==> src/hdl/bcomp_pkg.sv <==
package bcomp_pkg;

  localparam int unsigned CFG_IDX_W = 3;

  localparam logic [CFG_IDX_W-1:0] CFG_AC1_AC2 = 3'd0;
  localparam logic [CFG_IDX_W-1:0] CFG_AC3_AC4 = 3'd1;
  localparam logic [CFG_IDX_W-1:0] CFG_AC5_AC6 = 3'd2;
  localparam logic [CFG_IDX_W-1:0] CFG_B1_B2   = 3'd3;
  localparam logic [CFG_IDX_W-1:0] CFG_MC_MD   = 3'd4;

  localparam logic [31:0] B6_OFFSET  = 32'd4000;
  localparam logic [31:0] B7_SCALE   = 32'd50000;
  localparam logic [31:0] B4_BIAS    = 32'd32768;
  localparam logic [31:0] B3_ROUND   = 32'd2;
  localparam logic [31:0] T_ROUND    = 32'd8;
  localparam logic [31:0] P_COEF_SQ  = 32'd3038;
  localparam logic [31:0] P_COEF_LIN = 32'hFFFF_E343;  // -7357
  localparam logic [31:0] P_ROUND    = 32'd3791;

  localparam logic [4:0] DIV_LAST = 5'd31;

  typedef enum logic [3:0] {
    S_IDLE = 4'b0001,
    S_RUN  = 4'b0010,
    S_DIV  = 4'b0100,
    S_OUT  = 4'b1000
  } state_e;

  typedef enum logic [4:0] {
    ST_T0  = 5'd0,
    ST_T1  = 5'd1,
    ST_T2  = 5'd2,
    ST_T3  = 5'd3,
    ST_T4  = 5'd4,
    ST_P0  = 5'd5,
    ST_P1  = 5'd6,
    ST_P2  = 5'd7,
    ST_P3  = 5'd8,
    ST_P4  = 5'd9,
    ST_P5  = 5'd10,
    ST_P6  = 5'd11,
    ST_P7  = 5'd12,
    ST_P8  = 5'd13,
    ST_P9  = 5'd14,
    ST_P10 = 5'd15,
    ST_P11 = 5'd16,
    ST_P12 = 5'd17,
    ST_P13 = 5'd18,
    ST_P14 = 5'd19,
    ST_P15 = 5'd20,
    ST_P16 = 5'd21
  } step_e;

  typedef struct packed {
    logic        start;
    logic [31:0] dividend;
    logic [31:0] divisor;
  } div_req_t;

  typedef struct packed {
    logic        done;
    logic [31:0] quotient;
  } div_rsp_t;

  function automatic logic [31:0] sext16(input logic [15:0] v);
    return {{16{v[15]}}, v};
  endfunction

  function automatic logic [31:0] asr(input logic [31:0] v, input logic [4:0] s);
    return 32'($signed(v) >>> s);
  endfunction

endpackage

==> src/hdl/bcomp_mul.sv <==
module bcomp_mul (
  input  logic        clk_i,
  input  logic [31:0] op_a_i,
  input  logic [31:0] op_b_i,
  output logic [31:0] prod_o
);

  logic [31:0] prod_d;
  logic [31:0] prod_q;

  // low word is the same for signed and unsigned operands
  assign prod_d = 32'(op_a_i * op_b_i);

  always_ff @(posedge clk_i) begin
    prod_q <= prod_d;
  end

  assign prod_o = prod_q;

endmodule

==> src/hdl/bcomp_div.sv <==
module bcomp_div (
  input  logic                clk_i,
  input  logic                rst_ni,
  input  bcomp_pkg::div_req_t req_i,
  output bcomp_pkg::div_rsp_t rsp_o
);

  logic        active_q;
  logic        done_q;
  logic [4:0]  cnt_q;
  logic [31:0] rem_q;
  logic [31:0] quo_q;
  logic [31:0] dvs_q;
  logic [32:0] rem_sh;
  logic [32:0] diff;

  assign rem_sh = {rem_q, quo_q[31]};
  assign diff   = rem_sh - {1'b0, dvs_q};

  always_ff @(posedge clk_i or negedge rst_ni) begin
    if (!rst_ni) begin
      active_q <= 1'b0;
      done_q   <= 1'b0;
      cnt_q    <= '0;
    end else begin
      done_q <= active_q && (cnt_q == bcomp_pkg::DIV_LAST);
      if (req_i.start) begin
        active_q <= 1'b1;
        cnt_q    <= '0;
      end else if (active_q) begin
        cnt_q <= cnt_q + 5'd1;
        if (cnt_q == bcomp_pkg::DIV_LAST) begin
          active_q <= 1'b0;
        end
      end
    end
  end

  // restoring divide, one quotient bit per cycle
  always_ff @(posedge clk_i) begin
    if (req_i.start) begin
      rem_q <= '0;
      quo_q <= req_i.dividend;
      dvs_q <= req_i.divisor;
    end else if (active_q) begin
      if (!diff[32]) begin
        rem_q <= diff[31:0];
        quo_q <= {quo_q[30:0], 1'b1};
      end else begin
        rem_q <= rem_sh[31:0];
        quo_q <= {quo_q[30:0], 1'b0};
      end
    end
  end

  assign rsp_o.done     = done_q;
  assign rsp_o.quotient = quo_q;

endmodule

==> src/hdl/baro_temp_pressure_compensation.sv <==
// Barometric sensor compensation. Each input beat carries one raw 16-bit sample, tagged in
// tuser as temperature (0) or pressure (1); each gives exactly one output beat with the
// compensated value (0.1 degree units or pascals, oversampling zero) and a divide error flag
// that forces the value to zero. A temperature sample updates the stored b5 that later
// pressure samples use (b5 is zero after reset). The ten calibration coefficients are
// written two per register through the cfg port; the user must write them only while the
// block is idle, which the block itself does not enforce. One shared 32x32 multiplier and a
// 32-step restoring divider are run by a step sequencer, so the block takes one sample at a
// time, most of its time per sample spent in the divider, plus any output backpressure. A
// finished result sits in the output register while the next sample is accepted.
module baro_temp_pressure_compensation (
  input  logic                           clk_i,
  input  logic                           rst_ni,
  input  logic                           cfg_we_i,
  input  logic [bcomp_pkg::CFG_IDX_W-1:0] cfg_idx_i,
  input  logic [31:0]                    cfg_data_i,
  input  logic                           s_axis_tvalid_i,
  output logic                           s_axis_tready_o,
  input  logic [15:0]                    s_axis_tdata_i,  // raw_value
  input  logic                           s_axis_tuser_i,  // kind
  output logic                           m_axis_tvalid_o,
  input  logic                           m_axis_tready_i,
  output logic [31:0]                    m_axis_tdata_o,  // value
  output logic [1:0]                     m_axis_tuser_o   // div_error (bit 1), result_kind (bit 0)
);

  bcomp_pkg::state_e   state_q, state_d;
  bcomp_pkg::step_e    step_q, step_d;
  bcomp_pkg::div_req_t div_req;
  bcomp_pkg::div_rsp_t div_rsp;

  logic [31:0] coef_q [5];

  logic [31:0] ac1, ac2, ac3, ac4, ac5, ac6, b1, b2, mc, md;
  logic [31:0] mc_sh;
  logic [31:0] mul_a, mul_b, prod;

  logic        s_acc, out_load;
  logic        kind_q;
  logic [31:0] raw_q;
  logic [31:0] b5_q;
  logic [31:0] x1_q, den_q;
  logic        neg_q, big_q;
  logic [31:0] b6_q, sq_q, t_q, u_q, b3_q, b4_q, b7_q, p_q;
  logic [31:0] res_q;
  logic        err_q;
  logic        m_valid_q;
  logic        m_kind_q, m_err_q;
  logic [31:0] m_val_q;

  assign ac1 = bcomp_pkg::sext16(coef_q[0][31:16]);
  assign ac2 = bcomp_pkg::sext16(coef_q[0][15:0]);
  assign ac3 = bcomp_pkg::sext16(coef_q[1][31:16]);
  assign ac4 = {16'b0, coef_q[1][15:0]};
  assign ac5 = {16'b0, coef_q[2][31:16]};
  assign ac6 = {16'b0, coef_q[2][15:0]};
  assign b1  = bcomp_pkg::sext16(coef_q[3][31:16]);
  assign b2  = bcomp_pkg::sext16(coef_q[3][15:0]);
  assign mc  = bcomp_pkg::sext16(coef_q[4][31:16]);
  assign md  = bcomp_pkg::sext16(coef_q[4][15:0]);
  assign mc_sh = {mc[20:0], 11'b0};

  assign s_axis_tready_o = (state_q == bcomp_pkg::S_IDLE);
  assign s_acc           = s_axis_tvalid_i && s_axis_tready_o;

  always_ff @(posedge clk_i or negedge rst_ni) begin
    if (!rst_ni) begin
      for (int i = 0; i < 5; i++) begin
        coef_q[i] <= '0;
      end
    end else if (cfg_we_i) begin
      case (cfg_idx_i)
        bcomp_pkg::CFG_AC1_AC2: coef_q[0] <= cfg_data_i;
        bcomp_pkg::CFG_AC3_AC4: coef_q[1] <= cfg_data_i;
        bcomp_pkg::CFG_AC5_AC6: coef_q[2] <= cfg_data_i;
        bcomp_pkg::CFG_B1_B2:   coef_q[3] <= cfg_data_i;
        bcomp_pkg::CFG_MC_MD:   coef_q[4] <= cfg_data_i;
        default: ;
      endcase
    end
  end

  bcomp_mul u_mul (
    .clk_i  (clk_i),
    .op_a_i (mul_a),
    .op_b_i (mul_b),
    .prod_o (prod)
  );

  bcomp_div u_div (
    .clk_i  (clk_i),
    .rst_ni (rst_ni),
    .req_i  (div_req),
    .rsp_o  (div_rsp)
  );

  // multiplier operand select, product is consumed in the next step
  always_comb begin
    mul_a = '0;
    mul_b = '0;
    case (step_q)
      bcomp_pkg::ST_T0: begin
        mul_a = raw_q;
        mul_b = ac5;
      end
      bcomp_pkg::ST_P1: begin
        mul_a = b6_q;
        mul_b = b6_q;
      end
      bcomp_pkg::ST_P2: begin
        mul_a = ac2;
        mul_b = b6_q;
      end
      bcomp_pkg::ST_P3: begin
        mul_a = b2;
        mul_b = sq_q;
      end
      bcomp_pkg::ST_P4: begin
        mul_a = ac3;
        mul_b = b6_q;
      end
      bcomp_pkg::ST_P5: begin
        mul_a = b1;
        mul_b = sq_q;
      end
      bcomp_pkg::ST_P7: begin
        mul_a = b3_q;
        mul_b = bcomp_pkg::B7_SCALE;
      end
      bcomp_pkg::ST_P8: begin
        mul_a = ac4;
        mul_b = t_q;
      end
      bcomp_pkg::ST_P12: begin
        mul_a = bcomp_pkg::asr(p_q, 5'd8);
        mul_b = bcomp_pkg::asr(p_q, 5'd8);
      end
      bcomp_pkg::ST_P13: begin
        mul_a = prod;
        mul_b = bcomp_pkg::P_COEF_SQ;
      end
      bcomp_pkg::ST_P14: begin
        mul_a = bcomp_pkg::P_COEF_LIN;
        mul_b = p_q;
      end
      default: ;
    endcase
  end

  always_comb begin
    state_d          = state_q;
    step_d           = step_q;
    div_req.start    = 1'b0;
    div_req.dividend = '0;
    div_req.divisor  = '0;
    out_load         = 1'b0;
    case (state_q)
      bcomp_pkg::S_IDLE: begin
        if (s_acc) begin
          state_d = bcomp_pkg::S_RUN;
          step_d  = s_axis_tuser_i ? bcomp_pkg::ST_P0 : bcomp_pkg::ST_T0;
        end
      end
      bcomp_pkg::S_RUN: begin
        step_d = bcomp_pkg::step_e'(step_q + 5'd1);
        case (step_q)
          bcomp_pkg::ST_T2: begin
            if (den_q == '0) begin
              state_d = bcomp_pkg::S_OUT;
            end else begin
              state_d          = bcomp_pkg::S_DIV;
              div_req.start    = 1'b1;
              div_req.dividend = mc_sh[31] ? 32'(0 - mc_sh) : mc_sh;
              div_req.divisor  = den_q[31] ? 32'(0 - den_q) : den_q;
            end
          end
          bcomp_pkg::ST_P10: begin
            if (b4_q == '0) begin
              state_d = bcomp_pkg::S_OUT;
            end else begin
              state_d          = bcomp_pkg::S_DIV;
              div_req.start    = 1'b1;
              div_req.dividend = b7_q[31] ? b7_q : {b7_q[30:0], 1'b0};
              div_req.divisor  = b4_q;
            end
          end
          bcomp_pkg::ST_T4, bcomp_pkg::ST_P16: begin
            state_d = bcomp_pkg::S_OUT;
          end
          default: ;
        endcase
      end
      bcomp_pkg::S_DIV: begin
        if (div_rsp.done) begin
          state_d = bcomp_pkg::S_RUN;
        end
      end
      bcomp_pkg::S_OUT: begin
        if (!m_valid_q || m_axis_tready_i) begin
          out_load = 1'b1;
          state_d  = bcomp_pkg::S_IDLE;
        end
      end
      default: begin
        state_d = bcomp_pkg::S_IDLE;
      end
    endcase
  end

  always_ff @(posedge clk_i or negedge rst_ni) begin
    if (!rst_ni) begin
      state_q   <= bcomp_pkg::S_IDLE;
      step_q    <= bcomp_pkg::ST_T0;
      m_valid_q <= 1'b0;
    end else begin
      state_q <= state_d;
      step_q  <= step_d;
      if (out_load) begin
        m_valid_q <= 1'b1;
      end else if (m_axis_tready_i) begin
        m_valid_q <= 1'b0;
      end
    end
  end

  // stored b5, kept across samples
  always_ff @(posedge clk_i or negedge rst_ni) begin
    if (!rst_ni) begin
      b5_q <= '0;
    end else if (state_q == bcomp_pkg::S_RUN) begin
      if (step_q == bcomp_pkg::ST_T2 && den_q == '0) begin
        b5_q <= x1_q;
      end else if (step_q == bcomp_pkg::ST_T3) begin
        b5_q <= x1_q + (neg_q ? 32'(0 - div_rsp.quotient) : div_rsp.quotient);
      end
    end
  end

  always_ff @(posedge clk_i) begin
    if (s_acc) begin
      kind_q <= s_axis_tuser_i;
      err_q  <= 1'b0;
      raw_q  <= s_axis_tuser_i ? {16'b0, s_axis_tdata_i} : ({16'b0, s_axis_tdata_i} - ac6);
    end
    if (state_q == bcomp_pkg::S_RUN) begin
      case (step_q)
        bcomp_pkg::ST_T1: begin
          x1_q  <= bcomp_pkg::asr(prod, 5'd15);
          den_q <= bcomp_pkg::asr(prod, 5'd15) + md;
        end
        bcomp_pkg::ST_T2: begin
          neg_q <= mc_sh[31] ^ den_q[31];
          if (den_q == '0) begin
            err_q <= 1'b1;
            res_q <= '0;
          end
        end
        bcomp_pkg::ST_T4: begin
          res_q <= bcomp_pkg::asr(b5_q + bcomp_pkg::T_ROUND, 5'd4);
        end
        bcomp_pkg::ST_P0: begin
          b6_q <= b5_q - bcomp_pkg::B6_OFFSET;
        end
        bcomp_pkg::ST_P2: begin
          sq_q <= bcomp_pkg::asr(prod, 5'd12);
        end
        bcomp_pkg::ST_P3: begin
          t_q <= bcomp_pkg::asr(prod, 5'd11);
        end
        bcomp_pkg::ST_P4: begin
          t_q <= bcomp_pkg::asr(prod, 5'd11) + t_q;
        end
        bcomp_pkg::ST_P5: begin
          u_q  <= bcomp_pkg::asr(prod, 5'd13);
          b3_q <= bcomp_pkg::asr({ac1[29:0], 2'b0} + t_q + bcomp_pkg::B3_ROUND, 5'd2);
        end
        bcomp_pkg::ST_P6: begin
          t_q  <= bcomp_pkg::asr(u_q + bcomp_pkg::asr(prod, 5'd16) + bcomp_pkg::B3_ROUND,
                                 5'd2);
          b3_q <= raw_q - b3_q;
        end
        bcomp_pkg::ST_P7: begin
          t_q <= t_q + bcomp_pkg::B4_BIAS;
        end
        bcomp_pkg::ST_P8: begin
          b7_q <= prod;
        end
        bcomp_pkg::ST_P9: begin
          b4_q <= {15'b0, prod[31:15]};
        end
        bcomp_pkg::ST_P10: begin
          big_q <= b7_q[31];
          if (b4_q == '0) begin
            err_q <= 1'b1;
            res_q <= '0;
          end
        end
        bcomp_pkg::ST_P11: begin
          p_q <= big_q ? {div_rsp.quotient[30:0], 1'b0} : div_rsp.quotient;
        end
        bcomp_pkg::ST_P14: begin
          u_q <= bcomp_pkg::asr(prod, 5'd16);
        end
        bcomp_pkg::ST_P15: begin
          t_q <= u_q + bcomp_pkg::asr(prod, 5'd16) + bcomp_pkg::P_ROUND;
        end
        bcomp_pkg::ST_P16: begin
          res_q <= p_q + bcomp_pkg::asr(t_q, 5'd4);
        end
        default: ;
      endcase
    end
    if (out_load) begin
      m_kind_q <= kind_q;
      m_val_q  <= res_q;
      m_err_q  <= err_q;
    end
  end

  assign m_axis_tvalid_o = m_valid_q;
  assign m_axis_tdata_o  = m_val_q;
  assign m_axis_tuser_o  = {m_err_q, m_kind_q};

endmodule

==> config.mk <==
export PLATFORM = sky130hd
export DESIGN_NAME = baro_temp_pressure_compensation
export DESIGN_NICKNAME = d
export VERILOG_FILES = /design/src/hdl/bcomp_pkg.sv /design/src/hdl/bcomp_mul.sv /design/src/hdl/bcomp_div.sv /design/src/hdl/baro_temp_pressure_compensation.sv
export SDC_FILE = /design/constraint.sdc
export NUM_CORES = 2
export LEC_CHECK = 0
export BUFFER_PORTS_ARGS = -buffer_cell sky130_fd_sc_hd__buf_2
export CORE_ASPECT_RATIO = 1.5
export CORE_UTILIZATION = 45
export DETAILED_ROUTE_END_ITERATION = 10
export PLACE_DENSITY_LB_ADDON = 0.1
export SETUP_SLACK_MARGIN = 0.1
export SLEW_MARGIN = 10
export SYNTH_ARGS = -nofsm -noshare
export SYNTH_HDL_FRONTEND = slang
export SYNTH_SLANG_ARGS = --single-unit
==> constraint.sdc <==
create_clock -name clk_i -period 26.4 [get_ports clk_i]
set_clock_uncertainty 0.05 [all_clocks]
set_input_delay 5.28 -clock clk_i [delete_from_list [all_inputs] [get_ports clk_i]]
set_output_delay 5.28 -clock clk_i [all_outputs]
set_load 0.02 [all_outputs]
==> results.md <==
* Seq/Total Area, Yosys at 0.3241
* RD Place Congestion at 0.9966
* Post-CTS Setup Inserts at 0
* Pin count of the biggest net entering global routing at 95
* Die area at 128800 sq um
* Row Count at 160
* FF+latch count, synth at 675
* Num CTS Buffers at 75
* Storage cell area at 18580 sq um
* CTS Buffer Depth at 3
* Final Power at 5.984 mW
* Netlist Area Pre-Place at 57310 sq um
* Clock sink total at 675
* MaxCap Viol Count at 0
* Worst hold stages at 0
* DRC Markers at 0
* Least-Margin Pin Slew at 1262 ps
* CTS tree: done
* Crit Path Max Fanout at 42
* Fin crit share at 0.3799
* Share of layout cells above drive strength 1 at 0.09953
* Antenna violations before repair at 13
* Io pins at 93
* Vias per cell at 5.903
* R2r worst-path depth at 28
* Total negative slack at 0 ps
* Fillers at 12030
* Final Hold Fails at 0
* Critical path capture point type: flop
* Startpoint of the worst hold path: res_q[7]
* Post-CTS sizing at 0
* Pwr/cell area at 95.42 nW/um^2
* Clk Latency, worst-skew pair at 710 ps
* CP startpoint kind: flop
* R2r endpoint: u_mul.prod_o[31]
* Worst Hold Class: reg2reg
* Core ar. at 126500 sq um
* # setup viols final at 0
* DR pass1 iterations at 9
* Die Y at 439.1 um
* First-pass GRT wire length at 311000 um
* Root Driver: clkbuf_16
* # hold bufs at CTS at 0
* Peak VDD IR at 0.06798 mV
* H-tree Lvls at 3
* Setup repair after global routing missed its margin: no
* Multi-input gate area at 35560 sq um
* ANT nets after route at 0
* Cells after Synth at 5907
* Routed WL per cell at 27.87 um
* Initial DRC count at 4197
* Slew Limit Fails at 0
* PortBufs at 92
* Area growth syn-to-layout at 9.438%
* Syn avg cell area at 9.702 sq um
* Asr flop ratio synth at 0.3096
* Warnings, synthesis at 0
* Vias after detailed routing at 45570
* Crit Path Category: reg2reg
* Number of synthesized flops with an enable pin at 401
* Hold Crit Endpoint: m_axis_tdata_o[7]
* Top_reg_cell synth: edfxtp_1
* Initial core utilization at 0.4530
* Crit path largest cell delay at 970 ps
* R2R Setup Slk at 16370 ps
* Relative max-transition margin at 0.1543
* CP required at 26970 ps
* FMAX at 99.72 MHz
* Synth cell types at 101
* Slowest cell on crit path: nand2_1
* Vias in the first global route at 46030
* Worst-path clk slew at 80 ps
* R2r startpoint: step_q[2]
* CP most frequent cell: fa_1
* Status: finished clean
* Total Nets Final at 6797
* Total GRT Usage at 0.3353
* GRT overflow at 0
* Lkg Pwr at 27.09 nW
* Hpwl dp at 165800 um
* Crit path time final at 10030 ps
* Die W at 293.4 um
* WL final at 215100 um
* CP arrival at 10600 ps
==> worst max path at each step <==
stage              start  cells after the start                to  slack, ps
2_1_floorplan  step_q[0]                     35  u_mul.prod_o[29]      17810
3_3_place_gp   step_q[0]                     33  u_mul.prod_o[31]      16620
3_5_place_dp   step_q[0]                     33  u_mul.prod_o[31]      16490
4_1_cts        step_q[0]                     33  u_mul.prod_o[31]      16450
5_1_grt        step_q[2]                     29  u_mul.prod_o[31]      15930
6_report       step_q[2]                     28  u_mul.prod_o[31]      16370
==> cells in the mapped netlist (33+ instances only) <==
cell / n / area (sq um)
nor2_1: 507 / 1903
a22oi_1: 85 / 638.1
nand2_1: 589 / 2211
a22o_1: 33 / 289.0
a211oi_1: 35 / 262.8
nand2b_1: 89 / 556.8
mux2_2: 172 / 1937
nand4_1: 36 / 225.2
nand3_1: 97 / 485.5
dfxtp_1: 65 / 1301
mux2i_1: 68 / 680.7
fa_1: 417 / 8348
a21o_1: 147 / 1104
ha_1: 378 / 4730
xor2_1: 161 / 1410
inv_1: 634 / 2380
o22ai_1: 52 / 325.3
dfrtp_1: 208 / 5205
o21a_1: 35 / 262.8
clkbuf_1: 189 / 709.4
or3_1: 39 / 244.0
buf_2: 36 / 180.2
nor2b_1: 33 / 206.5
a21oi_1: 272 / 1361
xnor2_1: 280 / 2452
edfxtp_1: 401 / 12040
nor3_1: 73 / 365.4
and3_1: 40 / 250.2
a222oi_1: 40 / 400.4
o21ai_0: 241 / 1206
==> critical path, delay by kind of cell (launching register included) <==
| kind | cells | cell delay (ps) |
|---|---|---|
| adder cells (fa/ha/maj) | 9 | 3760 |
| AND/OR/NAND/NOR | 8 | 3080 |
| AO/OA/AOI/OAI | 6 | 1770 |
| flip-flops | 1 | 900 |
| buffers and inverters | 4 | 180 |
| XOR/XNOR | 1 | 150 |
==> metrics by stage <==
| stage | worst slack, ps | hold slack [ps] | util | std cells | instance area, sq um |
|---|---|---|---|---|---|
| global route | 15930 | 386.0 | 0.4955 | 7709 | 62690 |
| finish | 16370 | 360.2 | 0.4957 | 7720 | 62720 |
| floorplan | 17810 | 350.3 | - | 5920 | 57360 |
| global placement | 16620 | 351.9 | 0.4740 | 7569 | 59970 |
| detailed placement | 16490 | 354.5 | 0.4740 | 7569 | 59970 |
| CTS | 16450 | 364.9 | 0.4955 | 7709 | 62690 |
==> logic make-up (layout without fill, tap and decap cells) <==
family	count (synthesis)	in the layout	synth area share
AOI/OAI and AO/OA	1215	1215	0.1417
xor gates and xnor gates	441	441	0.06740
adders and majority gates	795	795	0.2282
buffers and inverters	893	981	0.06098
DFF	675	675	0.3241
muxes	241	241	0.04587
other	1	25	0.00006544
and+or+nand+nor	1646	1646	0.1317
==> area by class of cell <==
class | count | area share
Multi-Input combinational cell | 4352 | 0.5669
Sequential cell | 675 | 0.2962
Inverter | 635 | 0.03800
Tap cell | 1701 | 0.03393
Clock buffer | 89 | 0.03244
Timing Repair Buffer | 206 | 0.02115
Clock inverter | 51 | 0.01091
Antenna cell | 11 | 0.0004389
==> layout by cell type, fill, tap and decap left out, types with 19 or more instances in the layout <==
| cell type | netlist | routed |
|---|---|---|
| inv_1 | 634 | 633 |
| nand2_1 | 589 | 587 |
| nor2_1 | 507 | 502 |
| fa_1 | 417 | 417 |
| edfxtp_1 | 401 | 401 |
| ha_1 | 378 | 378 |
| xnor2_1 | 280 | 280 |
| a21oi_1 | 272 | 269 |
| o21ai_0 | 241 | 241 |
| dfrtp_1 | 208 | 206 |
| mux2_2 | 172 | 172 |
| xor2_1 | 161 | 161 |
| a21o_1 | 147 | 147 |
| buf_4 | 12 | 114 |
| nand3_1 | 97 | 97 |
| buf_2 | 36 | 91 |
| nand2b_1 | 89 | 89 |
| a22oi_1 | 85 | 85 |
| clkbuf_16 | 0 | 79 |
| mux2i_1 | 68 | 68 |
| nor3_1 | 73 | 66 |
| dfxtp_1 | 65 | 64 |
| o22ai_1 | 52 | 52 |
| a222oi_1 | 40 | 40 |
| and3_1 | 40 | 39 |
| or3_1 | 39 | 39 |
| nand4_1 | 36 | 36 |
| o21a_1 | 35 | 35 |
| nor2b_1 | 33 | 33 |
| a22o_1 | 33 | 33 |
| a211oi_1 | 35 | 31 |
| a31oi_1 | 30 | 30 |
| and2_1 | 29 | 29 |
| o31ai_1 | 29 | 29 |
| o21bai_1 | 27 | 27 |
| or2_2 | 20 | 20 |
| a221oi_1 | 22 | 19 |
==> per-layer routing <==
layer  wire [um]  vias to the layer above  global-route usage
met2      102700                     1793              0.5619
met5          28                        -                   0
li1            -                    20510                   -
met1       77890                    22630              0.3783
met4       20700                        4              0.2689
met3       13790                      636             0.05357
==> state kept, by name, summed over array words and instances (netlist names), 17 cells and up <==
register	cells
b3_q	32
b4_q	17
b5_q	32
b6_q	32
b7_q	32
coef_q	32
den_q	18
m_axis_tdata_o	32
p_q	32
raw_q	17
res_q	32
sq_q	20
t_q	32
u_div.dvs_q	32
u_div.quo_q	32
u_div.rem_q	32
u_mul.prod_o	32
u_q	19
x1_q	17
==> power breakdown <==
group	total, mW	internal, mW	switching [mW]
combinational	3.26	1.18	2.08
sequential	1.57	1.36	0.205
clock	1.16	0.647	0.513
total	5.98	3.19	2.79
Power figures use the tool's default switching activity.
